<file path="src/rtl/core/dcf_pkg.sv">
// ----------------------------------------------------------------------------
// dcf_pkg: shared types, constants and helpers of the DCF77 frame encoder
// Holds the frame layout, symbol and register codes and the BCD conversion.
// ----------------------------------------------------------------------------
`timescale 1ns / 1ps

package dcf_pkg;

  // Bits 0..58 of a minute frame; second 59 is the no-pulse marker.
  localparam int FRAME_BITS = 59;
  localparam int FRAME_LEN  = 60;
  localparam int SEC_W      = 6;
  localparam int QUEUE_DEPTH_DEF = 2;

  localparam int ADDR_W = 4;
  localparam int DATA_W = 32;

  typedef logic [FRAME_BITS-1:0] frame_t;

  typedef enum logic [1:0] {
    SYM_ZERO = 2'd0,
    SYM_ONE  = 2'd1,
    SYM_NONE = 2'd2
  } symbol_t;

  typedef enum logic [1:0] {
    REG_WARNING = 2'd0,
    REG_SUMMER  = 2'd1,
    REG_LEAP    = 2'd2
  } reg_idx_t;

  localparam logic [14:0] WARNING_RST = 15'h7FFF;
  localparam logic [SEC_W-1:0] LAST_SEC = SEC_W'(FRAME_LEN - 1);

  // Packed BCD of a value 0..99; tens digit by multiply with reciprocal 103/1024.
  function automatic logic [7:0] to_bcd(input logic [6:0] v);
    logic [13:0] prod;
    logic [3:0]  tens;
    logic [6:0]  rest;
    prod = 14'(v) * 14'd103;
    tens = prod[13:10];
    rest = v - 7'(tens) * 7'd10;
    return {tens, rest[3:0]};
  endfunction

endpackage

</file>
<file path="src/rtl/core/dcf_front.sv">
// ----------------------------------------------------------------------------
// dcf_front: configuration registers and frame assembly
// Clamps one date and time item and builds the 59 data bits of its frame.
// ----------------------------------------------------------------------------
`timescale 1ns / 1ps

module dcf_front (
  input  logic                        clk,
  input  logic                        rst_n,
  // configuration
  input  logic                        psel,
  input  logic                        penable,
  input  logic                        pwrite,
  input  logic [dcf_pkg::ADDR_W-1:0]  paddr,
  input  logic [dcf_pkg::DATA_W-1:0]  pwdata,
  output logic [dcf_pkg::DATA_W-1:0]  prdata,
  // item
  input  logic [5:0]                  minute,
  input  logic [4:0]                  hour,
  input  logic [4:0]                  day_of_month,
  input  logic [2:0]                  weekday,
  input  logic [3:0]                  month,
  input  logic [6:0]                  year,
  input  logic                        summer_time,
  output dcf_pkg::frame_t             frame
);

  logic [14:0] warning_r;
  logic        summer_ann_r;
  logic        leap_ann_r;
  logic        wr_en;
  dcf_pkg::reg_idx_t reg_idx;

  assign wr_en   = psel & penable & pwrite;
  assign reg_idx = dcf_pkg::reg_idx_t'(paddr[3:2]);

  always_ff @(posedge clk) begin
    if (!rst_n) begin
      warning_r    <= dcf_pkg::WARNING_RST;
      summer_ann_r <= 1'b0;
      leap_ann_r   <= 1'b0;
    end else if (wr_en) begin
      case (reg_idx)
        dcf_pkg::REG_WARNING: warning_r    <= pwdata[14:0];
        dcf_pkg::REG_SUMMER:  summer_ann_r <= pwdata[0];
        dcf_pkg::REG_LEAP:    leap_ann_r   <= pwdata[0];
        default: ;
      endcase
    end
  end

  always_comb begin
    case (reg_idx)
      dcf_pkg::REG_WARNING: prdata = {17'd0, warning_r};
      dcf_pkg::REG_SUMMER:  prdata = {31'd0, summer_ann_r};
      dcf_pkg::REG_LEAP:    prdata = {31'd0, leap_ann_r};
      default:              prdata = '0;
    endcase
  end

  // Clamped fields
  logic [6:0] min_c, hour_c, day_c, mon_c, year_c;
  logic [2:0] wday_c;
  logic [7:0] min_b, hour_b, day_b, mon_b, year_b;
  logic       par_min, par_hour, par_date;

  always_comb begin
    min_c  = (minute > 6'd59) ? 7'd59 : 7'(minute);
    hour_c = (hour > 5'd23) ? 7'd23 : 7'(hour);
    day_c  = (day_of_month == 5'd0) ? 7'd1 : 7'(day_of_month);
    mon_c  = (month == 4'd0) ? 7'd1 : (month > 4'd12) ? 7'd12 : 7'(month);
    year_c = (year > 7'd99) ? 7'd99 : year;
    // Sunday goes out as 7; the unused code 7 clamps to Saturday.
    wday_c = (weekday == 3'd0) ? 3'd7 : (weekday == 3'd7) ? 3'd6 : weekday;

    min_b  = dcf_pkg::to_bcd(min_c);
    hour_b = dcf_pkg::to_bcd(hour_c);
    day_b  = dcf_pkg::to_bcd(day_c);
    mon_b  = dcf_pkg::to_bcd(mon_c);
    year_b = dcf_pkg::to_bcd(year_c);

    par_min  = ^min_b[6:0];
    par_hour = ^hour_b[5:0];
    par_date = ^{day_b[5:0], wday_c, mon_b[4:0], year_b};

    frame = {par_date, year_b, mon_b[4:0], wday_c, day_b[5:0],
             par_hour, hour_b[5:0], par_min, min_b[6:0],
             1'b1, leap_ann_r, ~summer_time, summer_time, summer_ann_r,
             warning_r, 1'b0};
  end

endmodule

</file>
<file path="src/rtl/core/dcf_queue.sv">
// ----------------------------------------------------------------------------
// dcf_queue: frame queue between assembly and serializer
// A small register FIFO of assembled frames.
// ----------------------------------------------------------------------------
`timescale 1ns / 1ps

module dcf_queue #(
  parameter int DEPTH = dcf_pkg::QUEUE_DEPTH_DEF
) (
  input  logic            clk,
  input  logic            rst_n,
  input  logic            push,
  input  dcf_pkg::frame_t push_data,
  output logic            full,
  input  logic            pop,
  output logic            not_empty,
  output dcf_pkg::frame_t pop_data
);

  localparam int PW = (DEPTH > 1) ? $clog2(DEPTH) : 1;
  localparam int CW = $clog2(DEPTH + 1);

  dcf_pkg::frame_t mem_r [DEPTH];
  logic [PW-1:0]   wr_ptr_r, wr_ptr_nxt;
  logic [PW-1:0]   rd_ptr_r, rd_ptr_nxt;
  logic [CW-1:0]   count_r, count_nxt;
  logic            do_push, do_pop;

  assign full      = (count_r == CW'(DEPTH));
  assign not_empty = (count_r != '0);
  assign do_push   = push & ~full;
  assign do_pop    = pop & not_empty;
  assign pop_data  = mem_r[rd_ptr_r];

  always_comb begin
    wr_ptr_nxt = wr_ptr_r;
    rd_ptr_nxt = rd_ptr_r;
    count_nxt  = count_r;
    if (do_push) begin
      wr_ptr_nxt = (wr_ptr_r == PW'(DEPTH - 1)) ? '0 : wr_ptr_r + 1'b1;
    end
    if (do_pop) begin
      rd_ptr_nxt = (rd_ptr_r == PW'(DEPTH - 1)) ? '0 : rd_ptr_r + 1'b1;
    end
    if (do_push && !do_pop) begin
      count_nxt = count_r + 1'b1;
    end else if (do_pop && !do_push) begin
      count_nxt = count_r - 1'b1;
    end
  end

  always_ff @(posedge clk) begin
    if (!rst_n) begin
      wr_ptr_r <= '0;
      rd_ptr_r <= '0;
      count_r  <= '0;
    end else begin
      wr_ptr_r <= wr_ptr_nxt;
      rd_ptr_r <= rd_ptr_nxt;
      count_r  <= count_nxt;
    end
  end

  always_ff @(posedge clk) begin
    if (do_push) begin
      mem_r[wr_ptr_r] <= push_data;
    end
  end

endmodule

</file>
<file path="src/rtl/core/dcf_back.sv">
// ----------------------------------------------------------------------------
// dcf_back: symbol serializer
// Sends the 60 symbols of each queued frame through an output register.
// ----------------------------------------------------------------------------
`timescale 1ns / 1ps

module dcf_back (
  input  logic                        clk,
  input  logic                        rst_n,
  input  logic                        q_not_empty,
  input  dcf_pkg::frame_t             q_data,
  output logic                        q_pop,
  output logic                        out_valid,
  input  logic                        out_stall,
  output logic [1:0]                  out_symbol,
  output logic [dcf_pkg::SEC_W-1:0]   out_second_index,
  output logic                        out_last_of_frame
);

  dcf_pkg::frame_t            frame_r;
  logic                       busy_r, busy_nxt;
  logic [dcf_pkg::SEC_W-1:0]  sec_r, sec_nxt;
  logic                       out_valid_r;
  logic [1:0]                 out_symbol_r;
  logic [dcf_pkg::SEC_W-1:0]  out_sec_r;
  logic                       out_last_r;
  logic                       advance;
  logic                       at_last;
  dcf_pkg::symbol_t           sym;

  assign advance = busy_r & (~out_valid_r | ~out_stall);
  assign at_last = (sec_r == dcf_pkg::LAST_SEC);
  // The next frame loads on the cycle its predecessor hands over its marker.
  assign q_pop   = q_not_empty & (~busy_r | (advance & at_last));

  always_comb begin
    if (at_last) begin
      sym = dcf_pkg::SYM_NONE;
    end else if (frame_r[sec_r]) begin
      sym = dcf_pkg::SYM_ONE;
    end else begin
      sym = dcf_pkg::SYM_ZERO;
    end

    busy_nxt = busy_r;
    sec_nxt  = sec_r;
    if (advance) begin
      sec_nxt = sec_r + 1'b1;
      if (at_last) begin
        busy_nxt = 1'b0;
      end
    end
    if (q_pop) begin
      busy_nxt = 1'b1;
      sec_nxt  = '0;
    end
  end

  always_ff @(posedge clk) begin
    if (!rst_n) begin
      busy_r      <= 1'b0;
      sec_r       <= '0;
      out_valid_r <= 1'b0;
    end else begin
      busy_r <= busy_nxt;
      sec_r  <= sec_nxt;
      if (advance) begin
        out_valid_r <= 1'b1;
      end else if (!out_stall) begin
        out_valid_r <= 1'b0;
      end
    end
  end

  always_ff @(posedge clk) begin
    if (q_pop) begin
      frame_r <= q_data;
    end
    if (advance) begin
      out_symbol_r <= sym;
      out_sec_r    <= sec_r;
      out_last_r   <= at_last;
    end
  end

  assign out_valid         = out_valid_r;
  assign out_symbol        = out_symbol_r;
  assign out_second_index  = out_sec_r;
  assign out_last_of_frame = out_last_r;

endmodule

</file>
<file path="src/rtl/core/dcf77_frame_encoder_top.sv">
// ----------------------------------------------------------------------------
// dcf77_frame_encoder_top: DCF77 minute frame encoder
// Turns one date and time item into the 60 second symbols of its frame.
// ----------------------------------------------------------------------------
// An item goes through the frame queue and the serializer frame register to
// the output register. One symbol per cycle leaves while out_stall is low.
// The frame queue holds QUEUE_DEPTH frames, so input is taken while a frame
// is still being sent. Reset empties the queue and serializer and loads the
// registers with warning_bits 0x7FFF, summer_announce 0 and leap_announce 0.
`timescale 1ns / 1ps

module dcf77_frame_encoder_top #(
  parameter int QUEUE_DEPTH = dcf_pkg::QUEUE_DEPTH_DEF
) (
  input  logic                        clk,
  input  logic                        rst_n,
  input  logic                        psel,
  input  logic                        penable,
  input  logic                        pwrite,
  input  logic [dcf_pkg::ADDR_W-1:0]  paddr,
  input  logic [dcf_pkg::DATA_W-1:0]  pwdata,
  output logic [dcf_pkg::DATA_W-1:0]  prdata,
  output logic                        pready,
  input  logic                        in_valid,
  output logic                        in_stall,
  input  logic [5:0]                  in_minute,
  input  logic [4:0]                  in_hour,
  input  logic [4:0]                  in_day_of_month,
  input  logic [2:0]                  in_weekday,
  input  logic [3:0]                  in_month,
  input  logic [6:0]                  in_year,
  input  logic                        in_summer_time,
  output logic                        out_valid,
  input  logic                        out_stall,
  output logic [1:0]                  out_symbol,
  output logic [dcf_pkg::SEC_W-1:0]   out_second_index,
  output logic                        out_last_of_frame
);

  dcf_pkg::frame_t frame;
  dcf_pkg::frame_t q_data;
  logic            q_full;
  logic            q_not_empty;
  logic            q_pop;

  assign pready   = 1'b1;
  assign in_stall = q_full;

  dcf_front u_front (
    .clk          (clk),
    .rst_n        (rst_n),
    .psel         (psel),
    .penable      (penable),
    .pwrite       (pwrite),
    .paddr        (paddr),
    .pwdata       (pwdata),
    .prdata       (prdata),
    .minute       (in_minute),
    .hour         (in_hour),
    .day_of_month (in_day_of_month),
    .weekday      (in_weekday),
    .month        (in_month),
    .year         (in_year),
    .summer_time  (in_summer_time),
    .frame        (frame)
  );

  dcf_queue #(
    .DEPTH (QUEUE_DEPTH)
  ) u_queue (
    .clk       (clk),
    .rst_n     (rst_n),
    .push      (in_valid),
    .push_data (frame),
    .full      (q_full),
    .pop       (q_pop),
    .not_empty (q_not_empty),
    .pop_data  (q_data)
  );

  dcf_back u_back (
    .clk               (clk),
    .rst_n             (rst_n),
    .q_not_empty       (q_not_empty),
    .q_data            (q_data),
    .q_pop             (q_pop),
    .out_valid         (out_valid),
    .out_stall         (out_stall),
    .out_symbol        (out_symbol),
    .out_second_index  (out_second_index),
    .out_last_of_frame (out_last_of_frame)
  );

endmodule

</file>
<file path="config.mk">
export PLATFORM = sky130hd
export DESIGN_NAME = dcf77_frame_encoder_top
export DESIGN_NICKNAME = d
export VERILOG_FILES = /design/src/rtl/core/dcf_pkg.sv /design/src/rtl/core/dcf_front.sv /design/src/rtl/core/dcf_queue.sv /design/src/rtl/core/dcf_back.sv /design/src/rtl/core/dcf77_frame_encoder_top.sv
export SDC_FILE = /design/constraint.sdc
export NUM_CORES = 1
export LEC_CHECK = 0
export BUFFER_PORTS_ARGS = -buffer_cell sky130_fd_sc_hd__buf_2
export CORE_MARGIN = 5
export CORE_UTILIZATION = 35
export DETAILED_ROUTE_END_ITERATION = 12
export PLACE_DENSITY_LB_ADDON = 0.2
export SLEW_MARGIN = 25
export SYNTH_ARGS = -nofsm -noshare
export SYNTH_HDL_FRONTEND = slang
export SYNTH_SLANG_ARGS = --single-unit
</file>
<file path="constraint.sdc">
create_clock -name clk -period 14.8 [get_ports clk]
set_input_delay 3.7 -clock clk [delete_from_list [all_inputs] [get_ports clk]]
set_output_delay 3.7 -clock clk [all_outputs]
set_load 0.005 [all_outputs]
</file>
=== Yosys cells after proc, flatten, opt, wreduce, memory -nomap -nowiden ===
Memory sizes are Yosys's and may differ from the RTL's. A register that Yosys moved wholly into a read port is not among the register bits.
Cells that the tools add are included.

* Add/sub/neg operators: 10
* $mul: 10
* $lt $le $gt $ge: 5
* Equal/unequal tests: 6
* Muxes and demuxes: 23
* Bitwise operators: 15
* Reductions and logical operators: 20

{| class="wikitable"
|+ Operator list
! cell !! number
|-
| case mux 15 bit (3 select lines) || 1
|-
| multiplier 7 x 7 -> 14 bit, second input constant || 2
|-
| multiplier 5 x 7 -> 12 bit, second input constant || 2
|-
| XOR reduction 22 bit || 1
|-
| multiplier 4 x 3 -> 3 bit, second input constant || 5
|-
| subtractor 4 bit || 5
|-
| multiplier 6 x 7 -> 13 bit, second input constant || 1
|-
| two-way mux 1 bit || 11
|-
| two-way mux 5 bit || 2
|-
| two-way mux 4 bit || 2
|-
| AND reduction 2 bit || 4
|-
| nonzero test 2 bit || 4
|-
| bitwise AND 1 bit || 7
|-
| greater-than comparator 7 bit, second input constant || 1
|-
| less-than comparator 6 x 7 -> 1 bit, second input constant || 1
|-
| two-way mux 7 bit || 1
|-
| XOR reduction 7 bit || 1
|-
| adder 6 x 1 -> 6 bit, second input constant || 1
|-
| binary-select mux 1 bit (select 6 bit) || 1
|-
| equality test 6 bit, second input constant || 1
|-
| greater-than comparator 6 bit, second input constant || 1
|-
| two-way mux 3 bit || 2
|-
| two-way mux 6 bit || 1
|-
| inverter 1 bit || 6
|-
| 19 further kinds || 25
|}

* Register bits: 97
* RAM bits: 114
* Input port bits: 74
* Output and inout port bits: 44
* Logic and storage cells: 103
* Memories kept: 1

{| class="wikitable"
|+ Memories
! name !! words !! width !! read ports !! clocked after Yosys merged registers in !! write ports !! RTL line !! text
|-
| u_queue.mem_r || 2 || 57 || 1 || 1 || 1 || dcf_queue.sv:23 || <nowiki>dcf_pkg::frame_t mem_r [DEPTH];</nowiki>
|}

=== Logic depth before layout (Yosys ltp) ===
Gate-level depths: netlist of run 1.

* Word-level depth: 10
* Depth in mapped cells: 26
* Mapped depth without buffers: 25

=== Modules after synthesis ===
From an unflattened synthesis of run 1, not the netlist that was laid out.

* Cells, all modules: 892
* Area, all modules: 12086.6 µm²

{| class="wikitable"
|+ By module, submodules not included
! module !! instances !! cells each !! area an instance (µm²) !! sequential area each (µm²)
|-
| dcf_front || 1 || 533 || 4594.4 || 340.3
|-
| dcf_queue || 1 || 209 || 4529.3 || 3643.5
|-
| dcf_back || 1 || 148 || 2951.6 || 2202.1
|-
| dcf77_frame_encoder_top || 1 || 2 || 11.3 || 0.0
|}

=== Least setup slack after synthesis of run 1 ===
OpenSTA, ideal clock, no wires.

* Path type: input -> register
* From: in in_year[4]
* To: mem u_queue.mem_r[0][56] (netlist name), data pin
* Setup time: 0.264 ns
* Arrival: 8.532 ns
* Required time: 14.536 ns
* Setup slack: 6.004 ns
* Stages: 24
* Buffers on the path: 0
* Path through: o311ai_1 > nand2b_1 > ha_1 > inv_1 > fa_1 > inv_1 > fa_1 > ha_1 > ha_1 > a21oi_1 > nand3_1 > o211ai_1 > nand2b_1 > xnor2_1 > xnor2_1 > ha_1 > xor2_1 > xnor2_1 > xnor2_1 > xnor3_1 > xnor2_1 > xnor2_1 > xnor2_1 > xnor2_1

* Cells in the longest elaborated chain, start to end: 6

{| class="wikitable"
|+ Ends and longest elaborated chain
! element !! RTL line !! text
|-
| start, declared || dcf77_frame_encoder_top.sv:31 || <nowiki>input logic [6:0] in_year,</nowiki>
|-
| greater-than comparator 7 bit || dcf_front.sv:72 || <nowiki>year_c = (year > 7'd99) ? 7'd99 : year;</nowiki>
|-
| two-way mux 7 bit * || dcf_front.sv:72 ||
|-
| multiplier 7 x 7 -> 14 bit || dcf_pkg.sv:40 || <nowiki>prod = 14'(v) * 14'd103;</nowiki>
|-
| multiplier 4 x 3 -> 3 bit || dcf_pkg.sv:42 || <nowiki>rest = v - 7'(tens) * 7'd10;</nowiki>
|-
| subtractor 4 bit * || dcf_pkg.sv:42 ||
|-
| via frame[52] || dcf77_frame_encoder_top.sv:40 || <nowiki>dcf_pkg::frame_t frame;</nowiki>
|-
| XOR reduction 22 bit * || dcf_front.sv:84 || <nowiki>par_date = ^{day_b[5:0], wday_c, mon_b[4:0], year_b};</nowiki>
|-
| via frame[58] || dcf77_frame_encoder_top.sv:40 ||
|-
| end, declared || dcf_queue.sv:23 ||
|}

Mark *: on every way through the listed nets, which the timed path passes. The rest lies on a longest branch.

=== Worst setup path after layout of run 1 ===
* From: in in_year[4]
* To: mem u_queue.mem_r[0][56] (netlist name), data pin

* Elaborated cells between the ends (all ways): 6
* Classes of those cells: 1 x add/sub; 2 x mul; 1 x order compare; 1 x mux; 1 x reduce/logical

{| class="wikitable"
|+ RTL lines
! element !! RTL line
|-
| greater-than comparator 7 bit || dcf_front.sv:72
|-
| two-way mux 7 bit || dcf_front.sv:72
|-
| subtractor 4 bit || dcf_pkg.sv:42
|-
| via frame[50] || dcf77_frame_encoder_top.sv:40
|-
| XOR reduction 22 bit || dcf_front.sv:84
|-
| via frame[58] || dcf77_frame_encoder_top.sv:40
|}

The timed path passes the listed nets, and every way through them passes these cells.

==> results.py, run 1 <==
metrics = {
    "status": {
        "run_status": "completed",
    },
    "placed_design": {
        "gp_congestion": 0.770,
        "dp_cells": 1371,
        "dpl.hpwl_um": 14500,
        "portBuffers": 80,
        "preCtsSetupSlack_ns": 5.17,
        "place_area_um2": 12500,
    },
    "pwr": {
        "leakagePower_nw": 5.34,
        "p_total_mw": 2.08,
        "peakVddDrop_mv": 0.0942,
        "power_density_nw_per_um2": 157,
    },
    "routing": {
        "ant_nets": 0,
        "wire_per_inst_um": 14.5,
        "finalWirelength_um": 20400,
        "via_count": 6457,
        "via_per_inst": 4.58,
        "drt_iter0_drc": 268,
        "drc": 0,
        "first_pass_iters": 4,
    },
    "synth": {
        "synthSimpleGateAreaFrac_pct": 7.04,
        "async_flop_share_pct": 0,
        "synth_xor_area_share_pct": 4.98,
        "synth-edff-count": 180,
        "muxShareOfSynthArea_pct": 9.46,
        "synth_warnings": 0,
        "synth.distinct_cells": 62,
        "synthAdderAreaFrac_pct": 18.1,
        "synth_area_um2": 11700,
        "ys_seq_area_share_pct": 51.3,
        "synth_top_family_by_area": "adder cells",
        "synth_compound_area_share_pct": 4.22,
        "ys_ff_latch": 209,
        "synthFlopType": "edfxtp_1",
        "syn_inst": 873,
        "avgSynthCellArea_um2": 13.4,
    },
    "final_layout": {
        "final_common_cell": "edfxtp_1",
        "mostFrequentLayoutCells": "180 x edfxtp_1, 127 x ha_1, 81 x inv_1, 80 x buf_2",
        "num-nets-final": 1180,
        "stdcell_area_um2": 13200,
        "final_core_util_pct": 40.4,
        "syn_to_final_growth_pct": 13.2,
        "drive_gt1_share_pct": 22.0,
        "layout.cells.non_filler": 1411,
    },
    "floorplanning": {
        "ios": 118,
        "die_h_um": 193,
        "num_rows": 66,
        "core-area_um2": 32700,
        "die_w_um": 193,
        "initial_core_util_pct": 35.7,
        "dieArea_um2": 37100,
    },
    "timing": {
        "skew_ns": 0.0101,
        "setup_slack_ns": 5.73,
        "drv_slew": 0,
        "period_minus_slack_ns": 9.07,
        "fin_setup_tns_ns": 0,
        "fmax_mhz": 110,
        "finalCritPeriodShare_pct": 61.3,
        "finalHoldViolCount": 0,
        "setup_violations": 0,
        "slew_headroom_pct": 44.1,
        "timing.hold.ws_ns": 0.481,
        "tightest_slew_ns": 0.838,
        "rsz0062_at_grt": "no",
    },
    "run": {
        "drv_cap": 0,
    },
    "global_routing": {
        "overflow": 0,
        "grtUsageTotal_pct": 11.2,
        "grt_pass1_vias": 6781,
        "grt_pass1_wl_um": 33900,
        "antenna_found_initial": 0,
        "grt_max_degree": 58,
    },
    "cts": {
        "cts_root_buf": "clkbuf_16",
        "ctsResizeCount": 0,
        "cts_buffers": 23,
        "htreeDepth": 1,
        "ctsHoldBuffers": 0,
        "post_cts_buffers": 0,
        "cts_tree": "built",
        "cts_sinks": 209,
        "clk_latency_ns": 0.49,
        "clk_path_buf_depth": 3,
        "cts.clk_slew.worst_paths_ns": 0.06,
    },
    "critical_path": {
        "worstPathRequired_ns": 15.03,
        "r2r_slack_ns": 11.85,
        "worstSetupPathType": "in2reg",
        "cp.buffers_inverters": 3,
        "cp_top_family": "adder cells",
        "endpoint_kind": "flop",
        "crit_fanout": 5,
        "crit_path_top_delay_cell": "fa_1",
        "critPathLaunchType": "input pin",
        "cp_common_cell": "xnor2_1",
        "crit_path_max_incr_delay_ns": 0.52,
        "critPathArrivalTime_ns": 9.31,
    },
    "hold_path": {
        "hold_class": "reg2reg",
    },
}
==> worst register-to-register path, cell delays in order, from the launching register on <==
cell	delay, ns
dfxtp_1	0.31
buf_4	0.35
ha_1	0.28
nand2_1	0.07
nor3_1	0.39
nand2_1	0.11
nand2_1	0.09
o21ai_0	0.24
inv_2	0.10
buf_4	0.60
==> per-layer routing <==
layer	vias to the layer above	GRT usage, %	share of wire [%]
met3	25	1.34	3.3
met2	96	19.1	47
met1	3106	15.4	48
met4	0	2.47	1.4
li1	3230	-	-
met5	-	0	0
==> report_power, final <==
part           internal (mW)  switching (mW)
logic                  0.308           0.359
clock network          0.314           0.212
registers              0.849          0.0358
total                   1.47           0.607
==> final timing paths <==
kind	start	to	cells past startpoint
max reg2reg	u_back.sec_r[0]$_SDFFE_PP0P_	u_back.frame_r[27]$_DFFE_PP_	9
max	in_year[4]	u_queue.mem_r[0][56]$_DFFE_PP_	25
min	u_front.warning_r[9]$_SDFFE_PN1P_	u_queue.mem_r[0][9]$_DFFE_PP_	0
min reg2reg	u_front.warning_r[9]$_SDFFE_PN1P_	u_queue.mem_r[0][9]$_DFFE_PP_	0
==> sequential cells by signal (all words and copies together), names as in the netlist <==
register / flops
u_queue.wr_ptr_r: 1
u_back.out_symbol: 2
u_queue.count_r: 2
u_back.out_second_index: 6
u_back.sec_r: 6
u_back.frame_r: 57
u_front.leap_ann_r: 1
u_front.warning_r: 15
u_back.out_valid: 1
u_queue.rd_ptr_r: 1
u_back.busy_r: 1
u_queue.mem_r: 114
u_front.summer_ann_r: 1
u_back.out_last_of_frame: 1
==> layout make-up <==
type	instances	area [um^2]
fill	3114	19500
sequential	209	5990
multi-input combinational	550	5190
clock buffer	31	667
tap	442	553
timing repair buffer	86	445
inverter	84	315
clock inverter	8	41.3
antenna	1	2.50
==> cells by family (layout without fill, tap and decap cells) <==
logic type / count (synthesis) / after routing
other cells: 2 / 19
fa+ha+maj: 154 / 154
flops: 209 / 209
compound gates: 70 / 70
simple gates: 164 / 164
xor+xnor: 61 / 61
mux: 83 / 83
buf+inv: 130 / 209
==> cells in the mapped netlist (all sizes together) (4+ instances only) <==
library cell | number | area [um^2]
edfxtp | 180 | 5410
ha | 127 | 1590
inv | 84 | 315
mux2 | 58 | 653
nand2 | 58 | 218
xnor2 | 43 | 395
dfxtp | 29 | 581
buf | 28 | 180
fa | 25 | 500
nand3 | 22 | 110
nor2 | 22 | 82.6
and2 | 20 | 125
o21ai | 20 | 104
clkbuf | 18 | 67.6
a21oi | 17 | 100
mux4 | 16 | 360
xor2 | 16 | 140
nand2b | 11 | 68.8
mux2i | 9 | 90.1
a21o | 6 | 45.0
nand4 | 6 | 37.5
o21a | 6 | 45.0
nor2b | 5 | 31.3
nand3b | 4 | 33.8
Note: power is estimated with default switching activity, not from simulation.
==> run 2: changes to the inputs <==
==> constraint.sdc (replaced) <==
create_clock -name clk -period 7.73 [get_ports clk]
set_input_delay 1.9325 -clock clk [delete_from_list [all_inputs] [get_ports clk]]
set_output_delay 1.9325 -clock clk [all_outputs]
set_load 0.005 [all_outputs]
==> run 2 against run 1 <==
Effect of this change:
- die area unchanged
- critical endpoint unchanged
- largest cell class unchanged
- sequential power up 91%
- combinational power up 95%
- highest routed layer unchanged
- routed wire length down 0.25%
- core utilization about the same
==> results.py, run 2 (synthesis results as in run 1) <==
metrics = {
    "critical_path": {
        "endpoint_kind": "flop",
        "worstSetupPathType": "in2reg",
        "cp_common_cell": "xnor2_1",
        "worstPathRequired_ns": 7.97,
        "critPathArrivalTime_ns": 7.26,
        "cp_top_family": "adder cells",
        "crit_path_top_delay_cell": "fa_1",
        "critPathLaunchType": "input pin",
        "cp.buffers_inverters": 3,
        "crit_path_max_incr_delay_ns": 0.48,
        "crit_fanout": 3,
    },
    "final_layout": {
        "final_core_util_pct": 40.4,
        "top_register": "u_queue.mem_r",
        "mostFrequentLayoutCells": "180 x edfxtp_1, 127 x ha_1, 81 x inv_1, 80 x buf_2",
        "final_common_cell": "edfxtp_1",
        "top_regs": "u_queue.mem_r x114, u_back.frame_r x57, u_front.warning_r x15",
        "num-nets-final": 1187,
        "drive_gt1_share_pct": 21.6,
        "num_antenna_cells": 0,
        "stdcell_area_um2": 13200,
        "syn_to_final_growth_pct": 13.1,
        "largest_reg_flops": 114,
    },
    "pwr": {
        "leakagePower_nw": 5.33,
        "power_density_nw_per_um2": 299,
        "peakVddDrop_mv": 0.222,
    },
    "routing": {
        "finalWirelength_um": 20400,
        "via_count": 6399,
        "drc": 0,
        "via_per_inst": 4.51,
        "wire_per_inst_um": 14.3,
        "ant_nets": 0,
        "first_pass_iters": 4,
        "drt_iter0_drc": 214,
    },
    "hold_path": {
        "hold_class": "reg2reg",
    },
    "run": {
        "drv_cap": 0,
    },
    "floorplanning": {
        "core-area_um2": 32700,
        "die_h_um": 193,
        "num_rows": 66,
        "initial_core_util_pct": 35.7,
        "die_w_um": 193,
        "dieArea_um2": 37100,
        "ios": 118,
    },
    "timing": {
        "tightest_slew_ns": 0.861,
        "finalHoldViolCount": 0,
        "rsz0062_at_grt": "no",
        "skew_ns": 0.0111,
        "drv_slew": 0,
        "slew_headroom_pct": 42.6,
        "period_minus_slack_ns": 7.02,
        "fmax_mhz": 142,
        "finalCritPeriodShare_pct": 90.9,
        "fin_setup_tns_ns": 0,
        "setup_violations": 0,
    },
    "cts": {
        "cts.clk_slew.worst_paths_ns": 0.06,
        "clk_latency_ns": 0.49,
        "cts_buffers": 23,
        "post_cts_buffers": 0,
        "ctsResizeCount": 0,
        "htreeDepth": 1,
        "ctsHoldBuffers": 0,
        "cts_tree": "built",
        "clk_path_buf_depth": 3,
        "cts_root_buf": "clkbuf_16",
        "cts_sinks": 209,
    },
    "placed_design": {
        "dpl.hpwl_um": 14400,
        "portBuffers": 80,
        "place_area_um2": 12500,
        "gp_congestion": 0.777,
    },
    "status": {
        "run_status": "completed",
    },
    "global_routing": {
        "grt_pass1_vias": 6585,
        "antenna_found_initial": 0,
        "grt_max_degree": 59,
        "grt_pass1_wl_um": 33400,
        "overflow": 0,
        "grtUsageTotal_pct": 11.0,
    },
}
## run 2: cell types whose count changed in the layout (fill, tap and decap cells not counted), moves of 4 or more
cell / before / now
buf_4: 6 / 13
clkbuf_1: 3 / 13
clkbuf_8: 4 / 0
clkinv_2: 5 / 1
## run 2: final cells by class
class	instances	area, um^2
multi-input combinational	550	5190
timing repair buffer	93	498
fill	3121	19500
tap	442	553
sequential	209	5990
clock inverter	5	23.8
clock buffer	36	624
inverter	84	315
## run 2: worst reg2reg max path: cells and delay by family (launching register included)
kind	cells	cell delay [ns]
adders and majority gates	1	0.27
buffers and inverters	3	1.04
and+or+nand+nor	4	0.67
AOI/OAI and AO/OA	1	0.24
DFF	1	0.31
## run 2: routing by layer
metal / vias up / GRT usage (%) / part of all wire (%)
met1: 3042 / 15.3 / 48
li1: 3246 / - / -
met5: - / 0 / 0
met2: 91 / 18.5 / 47
met3: 20 / 1.57 / 3.7
met4: 0 / 2.44 / 1.4
## run 2: through the flow
stage	instances	setup WS, ns	hold WS (ns)	total power, mW
global route	1419	0.204	0.505	4.24
floorplan	889	0.701	0.406	2.71
finish	1419	0.707	0.478	3.94
detailed placement	1378	0.111	0.468	3.05
CTS	1419	0.624	0.481	4.02
global placement	1378	0.178	0.463	3.03
## run 2: power by group
group	switching [mW]	internal, mW
Sequential	0.0624	1.63
Clock	0.399	0.552
Combinational	0.697	0.605
## run 2: path summary, 6_finish.rpt
path	startpoint	end	slack, ns	depth (start not counted)
hold reg to reg	u_front.warning_r[10]$_SDFFE_PN1P_	u_queue.mem_r[1][10]$_DFFE_PP_	0.48	0
setup reg to reg	u_back.sec_r[0]$_SDFFE_PP0P_	u_back.frame_r[48]$_DFFE_PP_	4.79	9
setup / recovery	in_year[4]	u_queue.mem_r[0][56]$_DFFE_PP_	0.71	25
hold / removal	u_front.warning_r[10]$_SDFFE_PN1P_	u_queue.mem_r[1][10]$_DFFE_PP_	0.48	0
==> run 3: changes to the inputs <==
--- a/config.mk
+++ b/config.mk
@@ -5,6 +5,7 @@
 export SDC_FILE = /design/constraint.sdc
 export NUM_CORES = 1
 export LEC_CHECK = 0
+export ABC_AREA = 1
 export BUFFER_PORTS_ARGS = -buffer_cell sky130_fd_sc_hd__buf_2
 export CORE_MARGIN = 5
 export CORE_UTILIZATION = 35
==> run 3 against run 2 <==
Effect of this change:
- sequential share of layout area is 1.6 points lower
- non-clock buffer count is 5 lower
- final cell count grew 25%
- critical path type unchanged
==> results.py, run 3 <==
metrics = {
    "floorplanning": {
        "ios": 118,
        "die_w_um": 195,
        "core-area_um2": 33700,
        "num_rows": 67,
        "initial_core_util_pct": 35.7,
        "dieArea_um2": 38100,
        "die_h_um": 195,
    },
    "synth": {
        "synth-edff-count": 180,
        "synth_area_um2": 12000,
        "avgSynthCellArea_um2": 9.79,
        "async_flop_share_pct": 0,
        "ys_ff_latch": 209,
        "ys_top_cells_by_count": "353 x nand2_1, 180 x edfxtp_1, 172 x inv_1",
        "synthFlopType": "edfxtp_1",
        "synth_warnings": 0,
        "yosysMostFrequentCell": "nand2_1",
        "synth_area_leaders": "edfxtp_1 45%, ha_1 13%, nand2_1 11%",
        "netlist.area_leader.share_pct": 45.0,
        "syn_inst": 1227,
        "netlist.top_cell.by_area": "edfxtp_1",
        "synth.distinct_cells": 42,
        "ys_seq_area_share_pct": 49.8,
    },
    "timing": {
        "fmax_mhz": 150,
        "rsz0062_at_grt": "no",
        "skew_ns": 0.00631,
        "drv_slew": 0,
        "fin_setup_tns_ns": 0,
        "finalHoldViolCount": 0,
        "timing.hold.ws_ns": 0.459,
        "slew_headroom_pct": 43.8,
        "period_minus_slack_ns": 6.65,
        "setup_violations": 0,
        "finalCritPeriodShare_pct": 86.1,
        "tightest_slew_ns": 0.843,
    },
    "placed_design": {
        "place_area_um2": 12900,
        "dpl.hpwl_um": 16400,
        "portBuffers": 80,
        "gp_congestion": 0.782,
    },
    "critical_path": {
        "reg2reg_depth": 12,
        "endpoint_kind": "flop",
        "crit_path_top_delay_cell": "fa_1",
        "worstPathRequired_ns": 7.98,
        "critPathLaunchType": "input pin",
        "crit_fanout": 6,
        "worstSetupPathType": "in2reg",
        "critPathArrivalTime_ns": 6.91,
        "crit_path_max_incr_delay_ns": 0.51,
        "cp_common_cell": "nand2_1",
    },
    "final_layout": {
        "top_regs": "u_queue.mem_r x114, u_back.frame_r x57, u_front.warning_r x15",
        "syn_to_final_growth_pct": 13.9,
        "ff_latch_area_um2": 5990,
        "stdcell_area_um2": 13700,
        "fillers": 3318,
        "final_common_cell": "nand2_1",
        "num-nets-final": 1531,
        "num_antenna_cells": 0,
        "multi_input_area_um2": 5190,
        "drive_gt1_share_pct": 12.2,
        "largest_reg_flops": 114,
        "top_register": "u_queue.mem_r",
        "mostFrequentLayoutCells": "353 x nand2_1, 180 x edfxtp_1, 172 x inv_1, 127 x ha_1, 80 x buf_2",
    },
    "routing": {
        "drt_iter0_drc": 365,
        "ant_nets": 0,
        "wire_per_inst_um": 13.1,
        "drc": 0,
        "via_per_inst": 4.52,
        "finalWirelength_um": 23200,
        "first_pass_iters": 5,
        "via_count": 7997,
    },
    "global_routing": {
        "grt_pass1_wl_um": 38300,
        "overflow": 0,
        "grt_pass1_vias": 7877,
        "antenna_found_initial": 0,
        "grtUsageTotal_pct": 11.9,
        "grt_max_degree": 62,
    },
    "pwr": {
        "peakVddDrop_mv": 0.189,
        "p_total_mw": 4.36,
        "leakagePower_nw": 6.41,
        "power_density_nw_per_um2": 319,
    },
    "cts": {
        "clk_latency_ns": 0.50,
        "cts_tree": "built",
        "post_cts_buffers": 0,
        "cts_root_buf": "clkbuf_16",
        "htreeDepth": 1,
        "cts.clk_slew.worst_paths_ns": 0.06,
        "ctsHoldBuffers": 0,
        "cts_buffers": 24,
        "ctsResizeCount": 0,
        "clk_path_buf_depth": 3,
        "cts_sinks": 209,
    },
    "hold_path": {
        "hold_class": "reg2reg",
        "worstHoldPathCells": 0,
    },
    "status": {
        "run_status": "completed",
    },
    "run": {
        "drv_cap": 0,
    },
}
## run 3: report_power, final
part           internal, mW  leakage (nW)  switching (mW)  total [mW]
Combinational         0.493          4.15           0.969        1.46
Clock                 0.718         0.407           0.413        1.13
Sequential             1.69          1.85          0.0770        1.77
## run 3: layout make-up
| class | instances | share of cell area, % |
|---|---|---|
| timing repair buffer | 88 | 3.37 |
| clock inverter | 3 | 0.283 |
| clock buffer | 41 | 5.74 |
| inverter | 175 | 4.80 |
| sequential | 209 | 43.8 |
| multi-input combinational | 807 | 38.0 |
| tap | 448 | 4.10 |
## run 3: final timing paths
check / end / from / slack, ns
setup / recovery: u_queue.mem_r[1][56]$_DFFE_PP_ / in_year[6] / 1.08
hold / removal: u_queue.mem_r[1][10]$_DFFE_PP_ / u_front.warning_r[10]$_SDFFE_PN1P_ / 0.46
setup reg to reg: u_queue.count_r[1]$_SDFFE_PN0P_ / u_back.sec_r[2]$_SDFFE_PP0P_ / 4.56
hold reg to reg: u_queue.mem_r[1][10]$_DFFE_PP_ / u_front.warning_r[10]$_SDFFE_PN1P_ / 0.46
## run 3: critical path: cells and delay by family
kind	cells	cell delay (ns)
and+or+nand+nor	13	1.27
adders and majority gates	7	2.46
xor gates and xnor gates	2	0.43
AOI/OAI and AO/OA	1	0.24
buffers and inverters	6	0.56
## run 3: routing by layer
metal  vias up  share of wire, %  GRT usage [%]  wire, um
li1       4154                 -              -         -
met1      3708                46           15.9     10800
met2       112                49           21.0     11300
met3        23               3.3           1.43       763
met4         0               1.4           2.22       314
met5         -                 0              0         0
## run 3: kinds of logic after synthesis
group | after synthesis | share of synthesized area [%]
simple gates | 494 | 17.0
compound gates | 107 | 5.39
xor+xnor | 36 | 2.69
flops | 209 | 49.8
buf+inv | 227 | 7.69
other cells | 2 | 0.0625
fa+ha+maj | 152 | 17.4
## run 3: through the flow
step                instances  setup slack (ns)  utilization, %
finish                   1771              1.08            40.6
global route             1771             0.751            40.6
CTS                      1771              1.09            40.6
detailed placement       1727             0.578            38.2
global placement         1727             0.627            38.2
floorplan                1243              1.11               -
